File: src/rtl/core/cobs_pkg.sv
package cobs_pkg;

  localparam int DATA_W = 8;
  localparam int LEN_W = 11;
  localparam logic [DATA_W-1:0] FULL_CODE = 8'hFF;
  localparam int MAX_FRAME_LEN_DEF = 1024;
  localparam int Q_DEPTH = 2;
  localparam int Q_PTR_W = $clog2(Q_DEPTH);
  localparam int Q_CNT_W = $clog2(Q_DEPTH + 1);

  typedef struct packed {
    logic [DATA_W-1:0] dec_byte;
    logic              has_byte;
    logic              last_result;
    logic              bad_frame;
    logic [LEN_W-1:0]  decoded_len;
  } res_t;

  // one queued request: one or two results of a single input byte
  typedef struct packed {
    logic two;
    res_t r0;
    res_t r1;
  } ent_t;

endpackage

File: src/rtl/core/cobs_fe.sv
module cobs_fe #(
  parameter int MAX_FRAME_LEN = cobs_pkg::MAX_FRAME_LEN_DEF
) (
  input  logic                        clk,
  input  logic                        rst_n,
  input  logic                        in_valid,
  output logic                        in_ready,
  input  logic [cobs_pkg::DATA_W-1:0] in_enc_byte,
  input  logic                        in_frame_end,
  input  logic                        q_full,
  output logic                        q_push,
  output cobs_pkg::ent_t              q_ent
);

  localparam int CNT_W = $clog2(MAX_FRAME_LEN + 2);
  localparam int WIDE_W = (CNT_W > cobs_pkg::LEN_W) ? CNT_W : cobs_pkg::LEN_W;

  logic [cobs_pkg::DATA_W-1:0] bytes_left_r, bytes_left_nxt;
  logic                        group_full_r, group_full_nxt;
  logic [CNT_W-1:0]            out_count_r, out_count_nxt;

  logic             data_byte;
  logic             closed;
  logic             ins_zero;
  logic             bad;
  logic [CNT_W-1:0] cnt_a;
  logic [CNT_W-1:0] cnt_b;
  logic [WIDE_W-1:0] cnt_wide;
  logic             nres_any;
  logic             accept;
  cobs_pkg::res_t   res_data, res_zero, res_mark;

  assign in_ready = !q_full;
  assign accept = in_valid && in_ready;

  always_comb begin
    bytes_left_nxt = bytes_left_r;
    group_full_nxt = group_full_r;
    closed = 1'b0;
    data_byte = 1'b0;
    if (bytes_left_r == '0) begin
      if (in_enc_byte <= cobs_pkg::DATA_W'(1)) begin
        closed = 1'b1;
        group_full_nxt = 1'b0;
      end else begin
        bytes_left_nxt = in_enc_byte - cobs_pkg::DATA_W'(1);
        group_full_nxt = (in_enc_byte == cobs_pkg::FULL_CODE);
      end
    end else begin
      data_byte = 1'b1;
      bytes_left_nxt = bytes_left_r - cobs_pkg::DATA_W'(1);
      closed = (bytes_left_r == cobs_pkg::DATA_W'(1));
    end

    // saturating count at MAX_FRAME_LEN + 1
    cnt_a = out_count_r;
    if (data_byte && (out_count_r <= CNT_W'(MAX_FRAME_LEN))) begin
      cnt_a = out_count_r + CNT_W'(1);
    end
    ins_zero = !in_frame_end && closed && !group_full_nxt;
    cnt_b = cnt_a;
    if (ins_zero && (cnt_a <= CNT_W'(MAX_FRAME_LEN))) begin
      cnt_b = cnt_a + CNT_W'(1);
    end
    out_count_nxt = cnt_b;
    bad = (bytes_left_nxt != '0) || (cnt_a > CNT_W'(MAX_FRAME_LEN));

    // end of frame: back to the reset state
    if (in_frame_end) begin
      bytes_left_nxt = '0;
      group_full_nxt = 1'b0;
      out_count_nxt = '0;
    end
  end

  always_comb begin
    cnt_wide = WIDE_W'(cnt_a);

    res_data = '0;
    res_data.dec_byte = in_enc_byte;
    res_data.has_byte = 1'b1;

    res_zero = '0;
    res_zero.has_byte = 1'b1;

    res_mark = '0;
    res_mark.last_result = 1'b1;
    res_mark.bad_frame = bad;
    res_mark.decoded_len = bad ? '0 : cnt_wide[cobs_pkg::LEN_W-1:0];

    q_ent = '0;
    nres_any = 1'b1;
    if (data_byte) begin
      q_ent.r0 = res_data;
      if (in_frame_end) begin
        q_ent.two = 1'b1;
        q_ent.r1 = res_mark;
      end else if (ins_zero) begin
        q_ent.two = 1'b1;
        q_ent.r1 = res_zero;
      end
    end else if (in_frame_end) begin
      q_ent.r0 = res_mark;
    end else if (ins_zero) begin
      q_ent.r0 = res_zero;
    end else begin
      nres_any = 1'b0;
    end
  end

  assign q_push = accept && nres_any;

  always_ff @(posedge clk) begin
    if (!rst_n) begin
      bytes_left_r <= '0;
      group_full_r <= 1'b0;
      out_count_r <= '0;
    end else if (accept) begin
      bytes_left_r <= bytes_left_nxt;
      group_full_r <= group_full_nxt;
      out_count_r <= out_count_nxt;
    end
  end

endmodule

File: src/rtl/core/cobs_q.sv
module cobs_q (
  input  logic           clk,
  input  logic           rst_n,
  input  logic           push,
  input  cobs_pkg::ent_t push_ent,
  input  logic           pop,
  output cobs_pkg::ent_t pop_ent,
  output logic           full,
  output logic           empty
);

  cobs_pkg::ent_t                 mem_r [cobs_pkg::Q_DEPTH];
  logic [cobs_pkg::Q_PTR_W-1:0]  wr_ptr_r, wr_ptr_nxt;
  logic [cobs_pkg::Q_PTR_W-1:0]  rd_ptr_r, rd_ptr_nxt;
  logic [cobs_pkg::Q_CNT_W-1:0]  count_r, count_nxt;

  assign full = (count_r == cobs_pkg::Q_CNT_W'(cobs_pkg::Q_DEPTH));
  assign empty = (count_r == '0);
  assign pop_ent = mem_r[rd_ptr_r];

  always_comb begin
    wr_ptr_nxt = wr_ptr_r;
    rd_ptr_nxt = rd_ptr_r;
    count_nxt = count_r;
    if (push) begin
      wr_ptr_nxt = (wr_ptr_r == cobs_pkg::Q_PTR_W'(cobs_pkg::Q_DEPTH - 1)) ?
                   '0 : wr_ptr_r + cobs_pkg::Q_PTR_W'(1);
    end
    if (pop) begin
      rd_ptr_nxt = (rd_ptr_r == cobs_pkg::Q_PTR_W'(cobs_pkg::Q_DEPTH - 1)) ?
                   '0 : rd_ptr_r + cobs_pkg::Q_PTR_W'(1);
    end
    if (push && !pop) begin
      count_nxt = count_r + cobs_pkg::Q_CNT_W'(1);
    end else if (pop && !push) begin
      count_nxt = count_r - cobs_pkg::Q_CNT_W'(1);
    end
  end

  always_ff @(posedge clk) begin
    if (!rst_n) begin
      wr_ptr_r <= '0;
      rd_ptr_r <= '0;
      count_r <= '0;
    end else begin
      wr_ptr_r <= wr_ptr_nxt;
      rd_ptr_r <= rd_ptr_nxt;
      count_r <= count_nxt;
    end
  end

  always_ff @(posedge clk) begin
    if (push) begin
      mem_r[wr_ptr_r] <= push_ent;
    end
  end

endmodule

File: src/rtl/core/cobs_be.sv
module cobs_be (
  input  logic                         clk,
  input  logic                         rst_n,
  input  logic                         q_empty,
  input  cobs_pkg::ent_t               q_ent,
  output logic                         q_pop,
  output logic                         out_valid,
  input  logic                         out_ready,
  output logic [cobs_pkg::DATA_W-1:0]  out_dec_byte,
  output logic                         out_has_byte,
  output logic                         out_last_result,
  output logic                         out_bad_frame,
  output logic [cobs_pkg::LEN_W-1:0]   out_decoded_len
);

  logic           out_valid_r, out_valid_nxt;
  logic           pend_r, pend_nxt;
  cobs_pkg::res_t res_r, res_nxt;
  cobs_pkg::res_t pres_r, pres_nxt;
  logic           load;

  assign load = !out_valid_r || out_ready;
  assign q_pop = load && !pend_r && !q_empty;

  always_comb begin
    out_valid_nxt = out_valid_r;
    pend_nxt = pend_r;
    res_nxt = res_r;
    pres_nxt = pres_r;
    if (load) begin
      if (pend_r) begin
        out_valid_nxt = 1'b1;
        res_nxt = pres_r;
        pend_nxt = 1'b0;
      end else if (!q_empty) begin
        out_valid_nxt = 1'b1;
        res_nxt = q_ent.r0;
        pend_nxt = q_ent.two;
        pres_nxt = q_ent.r1;
      end else begin
        out_valid_nxt = 1'b0;
      end
    end
  end

  always_ff @(posedge clk) begin
    if (!rst_n) begin
      out_valid_r <= 1'b0;
      pend_r <= 1'b0;
    end else begin
      out_valid_r <= out_valid_nxt;
      pend_r <= pend_nxt;
    end
  end

  always_ff @(posedge clk) begin
    res_r <= res_nxt;
    pres_r <= pres_nxt;
  end

  assign out_valid = out_valid_r;
  assign out_dec_byte = res_r.dec_byte;
  assign out_has_byte = res_r.has_byte;
  assign out_last_result = res_r.last_result;
  assign out_bad_frame = res_r.bad_frame;
  assign out_decoded_len = res_r.decoded_len;

endmodule

File: src/rtl/core/cobs_frame_decoder.sv
// Streaming COBS frame decoder.
// Input channel (in_valid/in_ready): one encoded byte per request, with
// in_frame_end high on the last byte of a frame. The first byte of each
// frame, and the byte after each finished group, is a code byte.
// Output channel (out_valid/out_ready): one result per request, either a
// decoded byte (out_has_byte high) or the end-of-frame marker
// (out_last_result high) carrying out_decoded_len and out_bad_frame.
// A byte gives zero, one or two results; a frame always ends in a marker.
// Each result is written to the queue and then to the output register
// before out_valid rises. The output register moves one result per
// cycle while out_ready is high, so a byte that yields a data byte plus
// an inserted zero or the marker leaves as two results in turn. A
// two-entry queue sits between the byte classifier and the output stage,
// so input keeps flowing while a result waits.
// Reset (rst_n low, synchronous) empties the queue, drops any pending
// result and returns the decoder to wait for a code byte.
// When out_ready is low the current result holds; the queue fills, then
// in_ready drops until the receiver takes results again.
module cobs_frame_decoder #(
  parameter int MAX_FRAME_LEN = cobs_pkg::MAX_FRAME_LEN_DEF
) (
  input  logic                        clk,
  input  logic                        rst_n,
  input  logic                        in_valid,
  output logic                        in_ready,
  input  logic [cobs_pkg::DATA_W-1:0] in_enc_byte,
  input  logic                        in_frame_end,
  output logic                        out_valid,
  input  logic                        out_ready,
  output logic [cobs_pkg::DATA_W-1:0] out_dec_byte,
  output logic                        out_has_byte,
  output logic                        out_last_result,
  output logic                        out_bad_frame,
  output logic [cobs_pkg::LEN_W-1:0]  out_decoded_len
);

  logic           q_full, q_empty, q_push, q_pop;
  cobs_pkg::ent_t push_ent, pop_ent;

  cobs_fe #(
    .MAX_FRAME_LEN(MAX_FRAME_LEN)
  ) u_fe (
    .clk         (clk),
    .rst_n       (rst_n),
    .in_valid    (in_valid),
    .in_ready    (in_ready),
    .in_enc_byte (in_enc_byte),
    .in_frame_end(in_frame_end),
    .q_full      (q_full),
    .q_push      (q_push),
    .q_ent       (push_ent)
  );

  cobs_q u_q (
    .clk     (clk),
    .rst_n   (rst_n),
    .push    (q_push),
    .push_ent(push_ent),
    .pop     (q_pop),
    .pop_ent (pop_ent),
    .full    (q_full),
    .empty   (q_empty)
  );

  cobs_be u_be (
    .clk            (clk),
    .rst_n          (rst_n),
    .q_empty        (q_empty),
    .q_ent          (pop_ent),
    .q_pop          (q_pop),
    .out_valid      (out_valid),
    .out_ready      (out_ready),
    .out_dec_byte   (out_dec_byte),
    .out_has_byte   (out_has_byte),
    .out_last_result(out_last_result),
    .out_bad_frame  (out_bad_frame),
    .out_decoded_len(out_decoded_len)
  );

endmodule

File: config.mk
export PLATFORM = sky130hd
export DESIGN_NAME = cobs_frame_decoder
export DESIGN_NICKNAME = d
export VERILOG_FILES = /design/src/rtl/core/cobs_pkg.sv /design/src/rtl/core/cobs_fe.sv /design/src/rtl/core/cobs_q.sv /design/src/rtl/core/cobs_be.sv /design/src/rtl/core/cobs_frame_decoder.sv
export SDC_FILE = /design/constraint.sdc
export NUM_CORES = 1
export LEC_CHECK = 0
export ABC_AREA = 1
export BUFFER_PORTS_ARGS = -buffer_cell sky130_fd_sc_hd__buf_2
export CORE_MARGIN = 4
export CORE_UTILIZATION = 40
export CTS_CLUSTER_SIZE = 28
export DETAILED_ROUTE_END_ITERATION = 12
export HOLD_SLACK_MARGIN = 0.05
export PLACE_DENSITY = 0.58
export SYNTH_ARGS = -nofsm -noshare
export SYNTH_HDL_FRONTEND = slang
export SYNTH_SLANG_ARGS = --single-unit
File: constraint.sdc
create_clock -name clk -period 10.72 [get_ports clk]
set_input_delay 0.536 -clock clk [delete_from_list [all_inputs] [get_ports clk]]
set_output_delay 0.536 -clock clk [all_outputs]
set_load 0.02 [all_outputs]
==> flow_summary.json, run 1 <==
{
  "status": "complete, no violations",
  "p_comb_share_pct": 31.3,
  "power.net_switching_uw": 721,
  "core_area_sq_um": 15900,
  "synth_top_area_share_pct": 50.9,
  "hold_class": "input pin to register",
  "first_global_vias": 4626,
  "die_y_um": 135,
  "h-tree-depth": 4,
  "cap_violations": 0,
  "die_area_sq_um": 18300,
  "power_density_nw_per_um2": 276,
  "initial_core_util_pct": 40.9,
  "yosysUniqueCellTypes": 32,
  "crit_slowest_cell": "nor2_4",
  "min_period_ps": 4160,
  "leakagePower_nw": 3.11,
  "final_cell_area_sq_um": 7520,
  "cts_hold_buf": 0,
  "drt_iter0_markers": 341,
  "slew_headroom_pct": 26.4,
  "skew_ps": 7.43,
  "p_int_mw": 1.36,
  "yosysTopAreaCell": "edfxtp_1",
  "max_slew.worst_pin.slew_ps": 1100,
  "synth_edf_count": 110,
  "cts_tree": "yes",
  "final-seq-area_sq_um": 3840,
  "multi_input_area_sq_um": 2290,
  "post-route-drc-count": 0,
  "fp-row-count": 46,
  "slowest_delay_ps": 690,
  "cpMostUsedCell": "nand3_1",
  "overflow": 0,
  "switching_share_pct": 34.7,
  "nFillCells": 1536,
  "timing.fmax_mhz": 240,
  "crit_type": "register to register",
  "diodes": 0,
  "worstPathArrival_ps": 4400,
  "synth_area_leaders": "edfxtp_1 51%, nand2_1 12%, dfxtp_1 8.3%",
  "cts.clk_slew.worst_paths_ps": 50,
  "hold_viol": 0,
  "ys_seq_area_share_pct": 59.2,
  "share_seq_of_total_power_pct": 39.1,
  "dpl.hpwl_mm": 9.58,
  "worstSkewPairLatency_ps": 410,
  "cts_made_buffers": 17,
  "grt_usage_pct": 16.3,
  "final_core_util_pct": 47.4,
  "drive_gt1_share_pct": 11.8,
  "dp.cells": 971,
  "clock_tree.root_cell": "clkbuf_16",
  "tns_ps": 0,
  "synth_cells": 738,
  "num_vias": 4814,
  "ys_ff_latch": 137,
  "clock_path_buffers": 2,
  "postCtsSetupBuffers": 0,
  "cp-start-kind": "register",
  "crit_fanout": 33,
  "syn_to_final_growth_pct": 15.9,
  "final_cells": 1003,
  "ys_dominant_reg_cell": "edfxtp_1",
  "crit_chain": "inv_1 -> ha_1 -> nand3_2 -> nor2_4 -> inv_2 -> nand3_1 -> nand2_1 -> inv_1 -> ha_1 -> nand3_1 -> nor2_1 -> nand3_1 -> nand2_2 -> nand3_2 -> nor2_2 -> nand2_1 -> nor2_1",
  "fp.dieW_um": 135,
  "wl_per_cell_um": 14.3,
  "antenna_found_initial": 0,
  "totalWireLength_mm": 14.4,
  "gp_congestion": 0.874,
  "finalMaxSlewViolations": 0,
  "grt_max_degree": 39,
  "layout.nets": 797,
  "synthArstFlopShare_pct": 0,
  "netlist_area_sq_um": 6490,
  "crit_path_end_kind": "register",
  "ant_nets": 0,
  "finalPower_mw": 2.08,
  "synth_fp_nets": 761,
  "ir_worst_vdd_mv": 0.115,
  "cts_resized": 0,
  "clkSinkCount": 137,
  "ios": 37,
  "synth_warnings": 0,
  "port_buffers": 36,
  "rsz0062_at_grt": "no",
  "vias_per_cell": 4.80,
  "finalCritPeriodShare_pct": 38.8,
  "synth_area_per_cell_sq_um": 8.80,
  "place_area_sq_um": 6900,
  "dr.pass1.iters": 7,
  "critPathRequiredTime_ps": 10960,
  "grt_pass1_wl_mm": 23.4,
  "power_frac_clock_pct": 29.6,
  "finalSetupViolations": 0
}
routing by layer:
metal	track usage [%]	up-vias	routed length [um]
met4	4.42	0	105
li1	-	2501	-
met3	3.68	10	615
met1	21.9	2207	6910
met2	26.9	96	6720
met5	0	-	0
layout by cell type, fill, tap and decap left out, types with 2 or more instances in the layout:
master	count
a21oi_1	59
dfxtp_1	27
nor2_4	3
nor3_1	5
clkinv_1	2
inv_2	9
ha_1	10
nand4_1	4
nand2_1	212
inv_1	61
nand2_2	4
nor2_2	4
o21ai_0	26
bufinv_16	4
nor2_1	110
clkbuf_8	3
buf_4	6
clkbuf_16	17
xor2_1	4
nand3b_1	3
buf_2	36
clkinv_4	2
nand3_2	2
nand3_1	47
o22ai_1	2
edfxtp_1	110
clkbuf_1	6
worst max-delay path, delay by kind of cell, from the launching register on:
family                   cells  cell delay, ps
adder cells (fa/ha/maj)      2             390
flip-flops                   1             320
buffers and inverters        3             700
AND/OR/NAND/NOR             12            2550
final timing paths:
check	from	to	slack, ps	depth (start not counted)
setup / recovery	u_fe.bytes_left_r[0]$_SDFFE_PN0P_	u_q.mem_r[1][28]$_DFFE_PP_	6560	17
hold reg to reg	u_fe.group_full_r$_SDFFE_PN0P_	u_fe.group_full_r$_SDFFE_PN0P_	460	2
hold / removal	rst_n	u_be.out_valid$_SDFFE_PN0N_	430	3
setup reg to reg	u_fe.bytes_left_r[0]$_SDFFE_PN0P_	u_q.mem_r[1][28]$_DFFE_PP_	6560	17
kinds of logic (layout without fill, tap and decap cells):
group	after synthesis	in the layout	synth area share [%]
and+or+nand+nor	399	399	25.2
DFF	137	137	59.2
buffers and inverters	97	146	5.90
AOI/OAI and AO/OA	90	90	7.07
adders and majority gates	10	10	1.93
xor gates and xnor gates	5	5	0.675
stage by stage:
step,hold WS (ps),setup WS [ps]
6_report,434,6560
5_1_grt,431,6140
4_1_cts,419,6530
3_5_place_dp,456,6550
3_3_place_gp,451,6640
2_1_floorplan,442,7030
area by class of cell:
| class | instances | share of cell area (%) |
|---|---|---|
| Multi-Input combinational cell | 504 | 30.4 |
| Timing Repair Buffer | 42 | 2.99 |
| Clock buffer | 26 | 6.50 |
| Clock inverter | 6 | 1.83 |
| Tap cell | 216 | 3.59 |
| Inverter | 72 | 3.59 |
| Sequential cell | 137 | 51.1 |
registers in the layout, summed over array words and instances (netlist names), named ones only:
signal,flops
u_be.out_dec_byte,8
u_q.mem_r,74
u_be.pres_r,14
u_q.count_r,2
u_q.rd_ptr_r,1
u_q.wr_ptr_r,1
u_be.pend_r,1
u_fe.group_full_r,1
u_fe.out_count_r,11
u_be.out_decoded_len,11
u_fe.bytes_left_r,8
u_be.out_has_byte,1
u_be.out_valid,1
u_be.out_last_result,1
u_be.out_bad_frame,1
Yosys cell counts, types with 2 or more instances:
cell type	number
nor2_2	4
o22ai_1	2
nand3b_1	3
inv_2	9
nand2_1	212
buf_1	3
nor3_1	6
inv_1	61
a21oi_1	60
buf_2	3
xor2_1	4
nand3_1	47
o21ai_0	26
nand4_1	4
buf_4	2
clkinv_1	2
ha_1	10
clkbuf_1	16
nand2_2	4
nand3_2	2
dfxtp_1	27
nor2_1	112
edfxtp_1	110
power by group through the flow:
stage | sequential [mW] | clock, mW | combinational, mW
4_1_cts | 0.816 | 0.626 | 0.659
2_1_floorplan | 0.885 | 0 | 0.396
6_report | 0.814 | 0.615 | 0.650
5_1_grt | 0.828 | 0.652 | 0.735
3_3_place_gp | 0.823 | 0 | 0.650
3_5_place_dp | 0.826 | 0 | 0.656
(Power assumes the default switching activity.)
==> run 2: changes to the inputs <==
PLACE_DENSITY = 0.6   (was 0.58)
clock period = 3.4 ns   (was 10.72 ns; I/O delays follow)
==> run 2 against run 1 <==
Effect of this change:
- register-to-register slack got worse by 6200 ps
- maximum frequency increased by 36%
- global-route usage increased by 0.10 points
- clock power increased to 3.2 times the previous value
- non-clock buffer count increased by 9
- power increased to 3.2 times the previous value
- critical path type unchanged
- critical endpoint is now u_q.mem_r[0][25]$_DFFE_PP_
- largest cell class unchanged
==> flow_summary.json, run 2 (same netlist as run 1, synthesis figures left out) <==
{
  "dr.pass1.iters": 6,
  "crit_slowest_cell": "dfxtp_1",
  "vias_per_cell": 4.96,
  "power_frac_clock_pct": 29.7,
  "hold_class": "input pin to register",
  "cts.clk_slew.worst_paths_ps": 60,
  "overflow": 0,
  "finalSetupViolations": 0,
  "final_cell_area_sq_um": 7670,
  "drt_iter0_markers": 359,
  "critPathRequiredTime_ps": 3660,
  "dpl.hpwl_mm": 9.53,
  "share_seq_of_total_power_pct": 38.3,
  "reg_top3": "u_q.mem_r (74), u_be.pres_r (14)",
  "grt_max_degree": 39,
  "leakagePower_nw": 3.17,
  "finalPower_mw": 6.69,
  "worstPathArrival_ps": 3330,
  "wl_per_cell_um": 14.1,
  "syn_to_final_growth_pct": 18.1,
  "final_core_util_pct": 48.3,
  "ant_nets": 0,
  "totalWireLength_mm": 14.3,
  "cap_violations": 0,
  "cp_top_family": "simple AND/OR/NAND/NOR gates",
  "slew_headroom_pct": 52.7,
  "grt_usage_pct": 16.4,
  "power.net_switching_mw": 2.35,
  "cp_num_buf_inv": 3,
  "clock_tree.root_cell": "clkbuf_16",
  "grt_pass1_wl_mm": 23.8,
  "cpMostUsedCell": "nand2_1",
  "largest_reg_flops": 74,
  "drive_gt1_share_pct": 13.6,
  "status": "complete, no violations",
  "die_y_um": 135,
  "regMostFlops": "u_q.mem_r",
  "clkSinkCount": 137,
  "post-route-drc-count": 0,
  "diodes": 0,
  "num_vias": 5021,
  "crit_type": "register to register",
  "worstSkewPairLatency_ps": 420,
  "cp-start-kind": "register",
  "nFillCells": 1483,
  "ios": 37,
  "cts_made_buffers": 17,
  "crit_chain": "inv_1 -> ha_1 -> nand3_2 -> nor2_4 -> inv_2 -> nand2_2 -> nand2_1 -> nand2_1 -> inv_1 -> ha_1 -> nand3_1 -> nor2_1 -> nand3_1 -> nand2_4 -> nand3_2 -> nor2_2 -> nand2_1 -> nor2_1",
  "fp.dieW_um": 135,
  "ir_worst_vdd_mv": 0.376,
  "clock_path_buffers": 2,
  "slowest_delay_ps": 340,
  "crit_fanout": 14,
  "rsz0062_at_grt": "no",
  "port_buffers": 36,
  "p_comb_share_pct": 32.1,
  "postCtsSetupBuffers": 0,
  "finalCritPeriodShare_pct": 90.3,
  "final_cell_mix": "212 x nand2_1, 110 x nor2_1, 110 x edfxtp_1",
  "antenna_found_initial": 0,
  "finalMaxSlewViolations": 0,
  "layout_commonest_cell": "nand2_1",
  "core_area_sq_um": 15900,
  "fp-row-count": 46,
  "gp_congestion": 0.885,
  "power_density_nw_per_um2": 873,
  "h-tree-depth": 4,
  "hold_slack_ps": 100,
  "cts_tree": "yes",
  "skew_ps": 12.7,
  "initial_core_util_pct": 40.9,
  "switching_share_pct": 35.1,
  "timing.fmax_mhz": 326,
  "layout.nets": 807,
  "hold_viol": 0,
  "p_int_mw": 4.34,
  "die_area_sq_um": 18300,
  "crit_path_end_kind": "register",
  "min_period_ps": 3070,
  "place_area_sq_um": 6980,
  "first_global_vias": 4848,
  "max_slew.worst_pin.slew_ps": 709,
  "tns_ps": 0
}
run 2: cell types whose count changed in the layout (fill, tap and decap cells not counted):
cell           change
buf_12             +2
buf_4              +5
buf_6              +1
clkbuf_1           -6
clkinvlp_4         +3
dlygate4sd3_1      +1
inv_6              +3
nand2_2            -1
nand2_4            +1
nor2_4             +1
run 2: timing repair:
item                       CTS  global route
hold endpoints to repair     1             0
resized for setup            0             3
setup endpoints to repair    0            44
hold buffers                 1             0
run 2: power by group through the flow:
stage               Sequential (mW)  Combinational (mW)  Clock [mW]
floorplan                      2.79                1.25           0
global placement               2.58                2.13           0
detailed placement             2.60                2.15           0
CTS                            2.56                2.16        2.02
global route                   2.60                2.43        2.10
finish                         2.56                2.15        1.98
run 2: path summary, 6_finish.rpt:
kind	from	endpoint	slack (ps)	cells past startpoint
setup / recovery	u_fe.bytes_left_r[0]$_SDFFE_PN0P_	u_q.mem_r[0][25]$_DFFE_PP_	330	18
hold / removal	out_ready	u_be.pend_r$_SDFFE_PN0N_	100	4
setup reg to reg	u_fe.bytes_left_r[0]$_SDFFE_PN0P_	u_q.mem_r[0][25]$_DFFE_PP_	330	18
hold reg to reg	u_be.pend_r$_SDFFE_PN0N_	u_be.pend_r$_SDFFE_PN0N_	470	2
run 2: cell type report:
class | instances | area (sq um) | share of cell area (%)
sequential | 137 | 3840 | 50.1
inverter | 72 | 270 | 3.53
tap | 216 | 270 | 3.53
timing repair buffer | 51 | 324 | 4.23
multi-input combinational | 505 | 2300 | 30.1
clock buffer | 20 | 467 | 6.09
clock inverter | 12 | 186 | 2.43
run 2: per-layer routing:
layer | wire [um] | up-vias | share of wire [%] | global-route usage [%]
li1 | - | 2527 | - | -
met1 | 6520 | 2336 | 46 | 21.2
met2 | 6910 | 143 | 48 | 27.4
met3 | 679 | 15 | 4.7 | 3.64
met4 | 189 | 0 | 1.3 | 5.66
met5 | 0 | - | 0 | 0
run 2: tightest hold or removal path, delay by kind of cell:
kind	cells	cell delay, ps
simple gates	2	170
buf+inv	1	80
compound gates	1	60
run 2: metrics by stage:
step                      instances  worst slack [ps]
after CTS                      1012               127
after global routing           1013              27.4
after floorplan                 738               365
after global placement          979               246
after detailed placement        979               142
final                          1013               330
==> run 3: changes to the inputs <==
CORE_UTILIZATION = 49   (was 40)
PLACE_DENSITY = 0.71   (was 0.6)
==> run 3 against run 2 <==
Effect of this change:
- power is 3.1% lower
- wire length is 2.8% lower
- global-route usage is 3.7 points higher
- clock-buffer cell count stayed put
- clock skew is 5.2 ps lower
- via count is 0.40% lower
- sequential power hardly changed
- final area is 1.5% lower
- largest cell class unchanged
- largest power group unchanged
==> flow_summary.json, run 3 (same netlist as run 1, synthesis figures left out) <==
{
  "hold_slack_ps": 117,
  "ios": 37,
  "vias_per_cell": 5.17,
  "final_cell_area_sq_um": 7550,
  "clock_tree.root_cell": "clkbuf_16",
  "core_area_sq_um": 12800,
  "worstSkewPairLatency_ps": 420,
  "post-route-drc-count": 0,
  "cp_top_family": "simple AND/OR/NAND/NOR gates",
  "hold_viol": 0,
  "layout.nets": 806,
  "clock_path_buffers": 2,
  "h-tree-depth": 4,
  "largest_reg_flops": 74,
  "min_path_cells": 4,
  "place_area_sq_um": 6920,
  "tns_ps": 0,
  "crit_fanout": 17,
  "drive_gt1_share_pct": 13.1,
  "finalMaxSlewViolations": 0,
  "cts_tree": "yes",
  "leakagePower_nw": 3.16,
  "worstPathArrival_ps": 3270,
  "nFillCells": 1067,
  "crit_chain": "inv_1 -> ha_1 -> nand2_1 -> nor2_1 -> nand2_1 -> nand2_4 -> nand2_2 -> nand2_1 -> nand2_1 -> inv_1 -> ha_1 -> nand3_1 -> nor2_1 -> nand3_1 -> nand2_2 -> nand3_2 -> nor2_4 -> buf_12 -> nand2_1 -> nor2_1",
  "port_buffers": 36,
  "fp-row-count": 41,
  "skew_ps": 7.48,
  "wl_per_cell_um": 14.4,
  "num_vias": 5001,
  "cts.clk_slew.worst_paths_ps": 60,
  "critPathRequiredTime_ps": 3660,
  "max_slew.worst_pin.slew_ps": 714,
  "finalSetupViolations": 0,
  "drt_iter0_markers": 444,
  "overflow": 0,
  "antenna_found_initial": 0,
  "setup_slack_ps": 392,
  "syn_to_final_growth_pct": 16.3,
  "timing.fmax_mhz": 332,
  "ff2ff_path_depth": 20,
  "reg_top3": "u_q.mem_r (74), u_be.pres_r (14)",
  "slew_headroom_pct": 52.4,
  "first_global_vias": 4768,
  "slowest_delay_ps": 360,
  "crit_path_end_kind": "register",
  "preCtsSetupSlack_ps": 168,
  "power_density_nw_per_um2": 858,
  "regMostFlops": "u_q.mem_r",
  "diodes": 0,
  "fp.dieW_um": 123,
  "gp_congestion": 0.905,
  "grt_max_degree": 39,
  "dr.pass1.iters": 5,
  "layout_commonest_cell": "nand2_1",
  "crit_slowest_cell": "dfxtp_1",
  "min_period_ps": 3010,
  "ir_worst_vdd_mv": 0.285,
  "final_core_util_pct": 59.1,
  "cts_made_buffers": 17,
  "finalCritPeriodShare_pct": 88.5,
  "final_cell_mix": "212 x nand2_1, 110 x nor2_1, 110 x edfxtp_1",
  "cap_violations": 0,
  "clkSinkCount": 137,
  "die_y_um": 123,
  "cpMostUsedCell": "nand2_1",
  "cp_num_buf_inv": 3,
  "die_area_sq_um": 15200,
  "grt_usage_pct": 20.1,
  "initial_core_util_pct": 50.8,
  "grt_pass1_wl_mm": 23.2,
  "crit_type": "register to register",
  "dpl.hpwl_mm": 9.24,
  "ant_nets": 0,
  "cp-start-kind": "register",
  "totalWireLength_mm": 13.9,
  "hold_class": "input pin to register",
  "path_depth": 20,
  "status": "complete, no violations"
}
-- run 3: cell types whose count changed in the layout (fill, tap and decap cells not counted), sizes merged --
cell / before / now
bufinv: 4 / 2
clkinv: 4 / 11
clkinvlp: 3 / 1
inv: 73 / 70
nor2: 118 / 117
-- run 3: what timing repair did --
action,in CTS,in global routing
hold buffers,1,0
gates resized for setup,0,2
hold endpoints to repair,1,0
setup endpoints to repair,0,44
buffers inserted,0,1
-- run 3: tightest hold or removal path: cells and delay by family --
family,cells,cell delay (ps)
AOI/OAI and AO/OA,1,60
buffers and inverters,1,80
and+or+nand+nor,2,180
-- run 3: layout make-up --
cell class                      count  area [sq um]  area share, %
Inverter                           72           270           3.58
Timing Repair Buffer               51           333           4.41
Clock buffer                       20           467           6.18
Sequential cell                   137          3840           50.9
Multi-Input combinational cell    504          2300           30.4
Tap cell                          172           215           2.85
Clock inverter                     12           124           1.64
-- run 3: layer usage --
| metal | part of all wire, % | global-route usage (%) | wire length [um] | up-vias |
|---|---|---|---|---|
| met3 | 6.8 | 6.22 | 952 | 23 |
| met4 | 1.7 | 7.75 | 240 | 0 |
| met5 | 0 | 0 | 0 | - |
| met2 | 47 | 32.0 | 6530 | 157 |
| met1 | 44 | 25.9 | 6190 | 2305 |
| li1 | - | - | - | 2516 |
-- run 3: stage by stage --
| step | instances | power [mW] |
|---|---|---|
| global route | 968 | 6.92 |
| CTS | 967 | 6.52 |
| floorplan | 738 | 4.04 |
| global placement | 934 | 4.68 |
| finish | 968 | 6.48 |
| detailed placement | 934 | 4.72 |
-- run 3: final timing paths --
| kind | from | end | slack, ps |
|---|---|---|---|
| setup / recovery | u_fe.out_count_r[0]$_SDFFE_PN0P_ | u_q.mem_r[1][9]$_DFFE_PP_ | 390 |
| hold / removal | out_ready | u_be.pend_r$_SDFFE_PN0N_ | 120 |
| setup reg to reg | u_fe.out_count_r[0]$_SDFFE_PN0P_ | u_q.mem_r[1][9]$_DFFE_PP_ | 390 |
| hold reg to reg | u_fe.group_full_r$_SDFFE_PN0P_ | u_fe.group_full_r$_SDFFE_PN0P_ | 460 |
-- run 3: power by group --
| group | total (mW) | internal (mW) | switching [mW] | leakage [nW] |
|---|---|---|---|---|
| logic | 2.12 | 0.607 | 1.51 | 1.59 |
| clock network | 1.79 | 1.13 | 0.665 | 0.288 |
| registers | 2.57 | 2.44 | 0.127 | 1.28 |
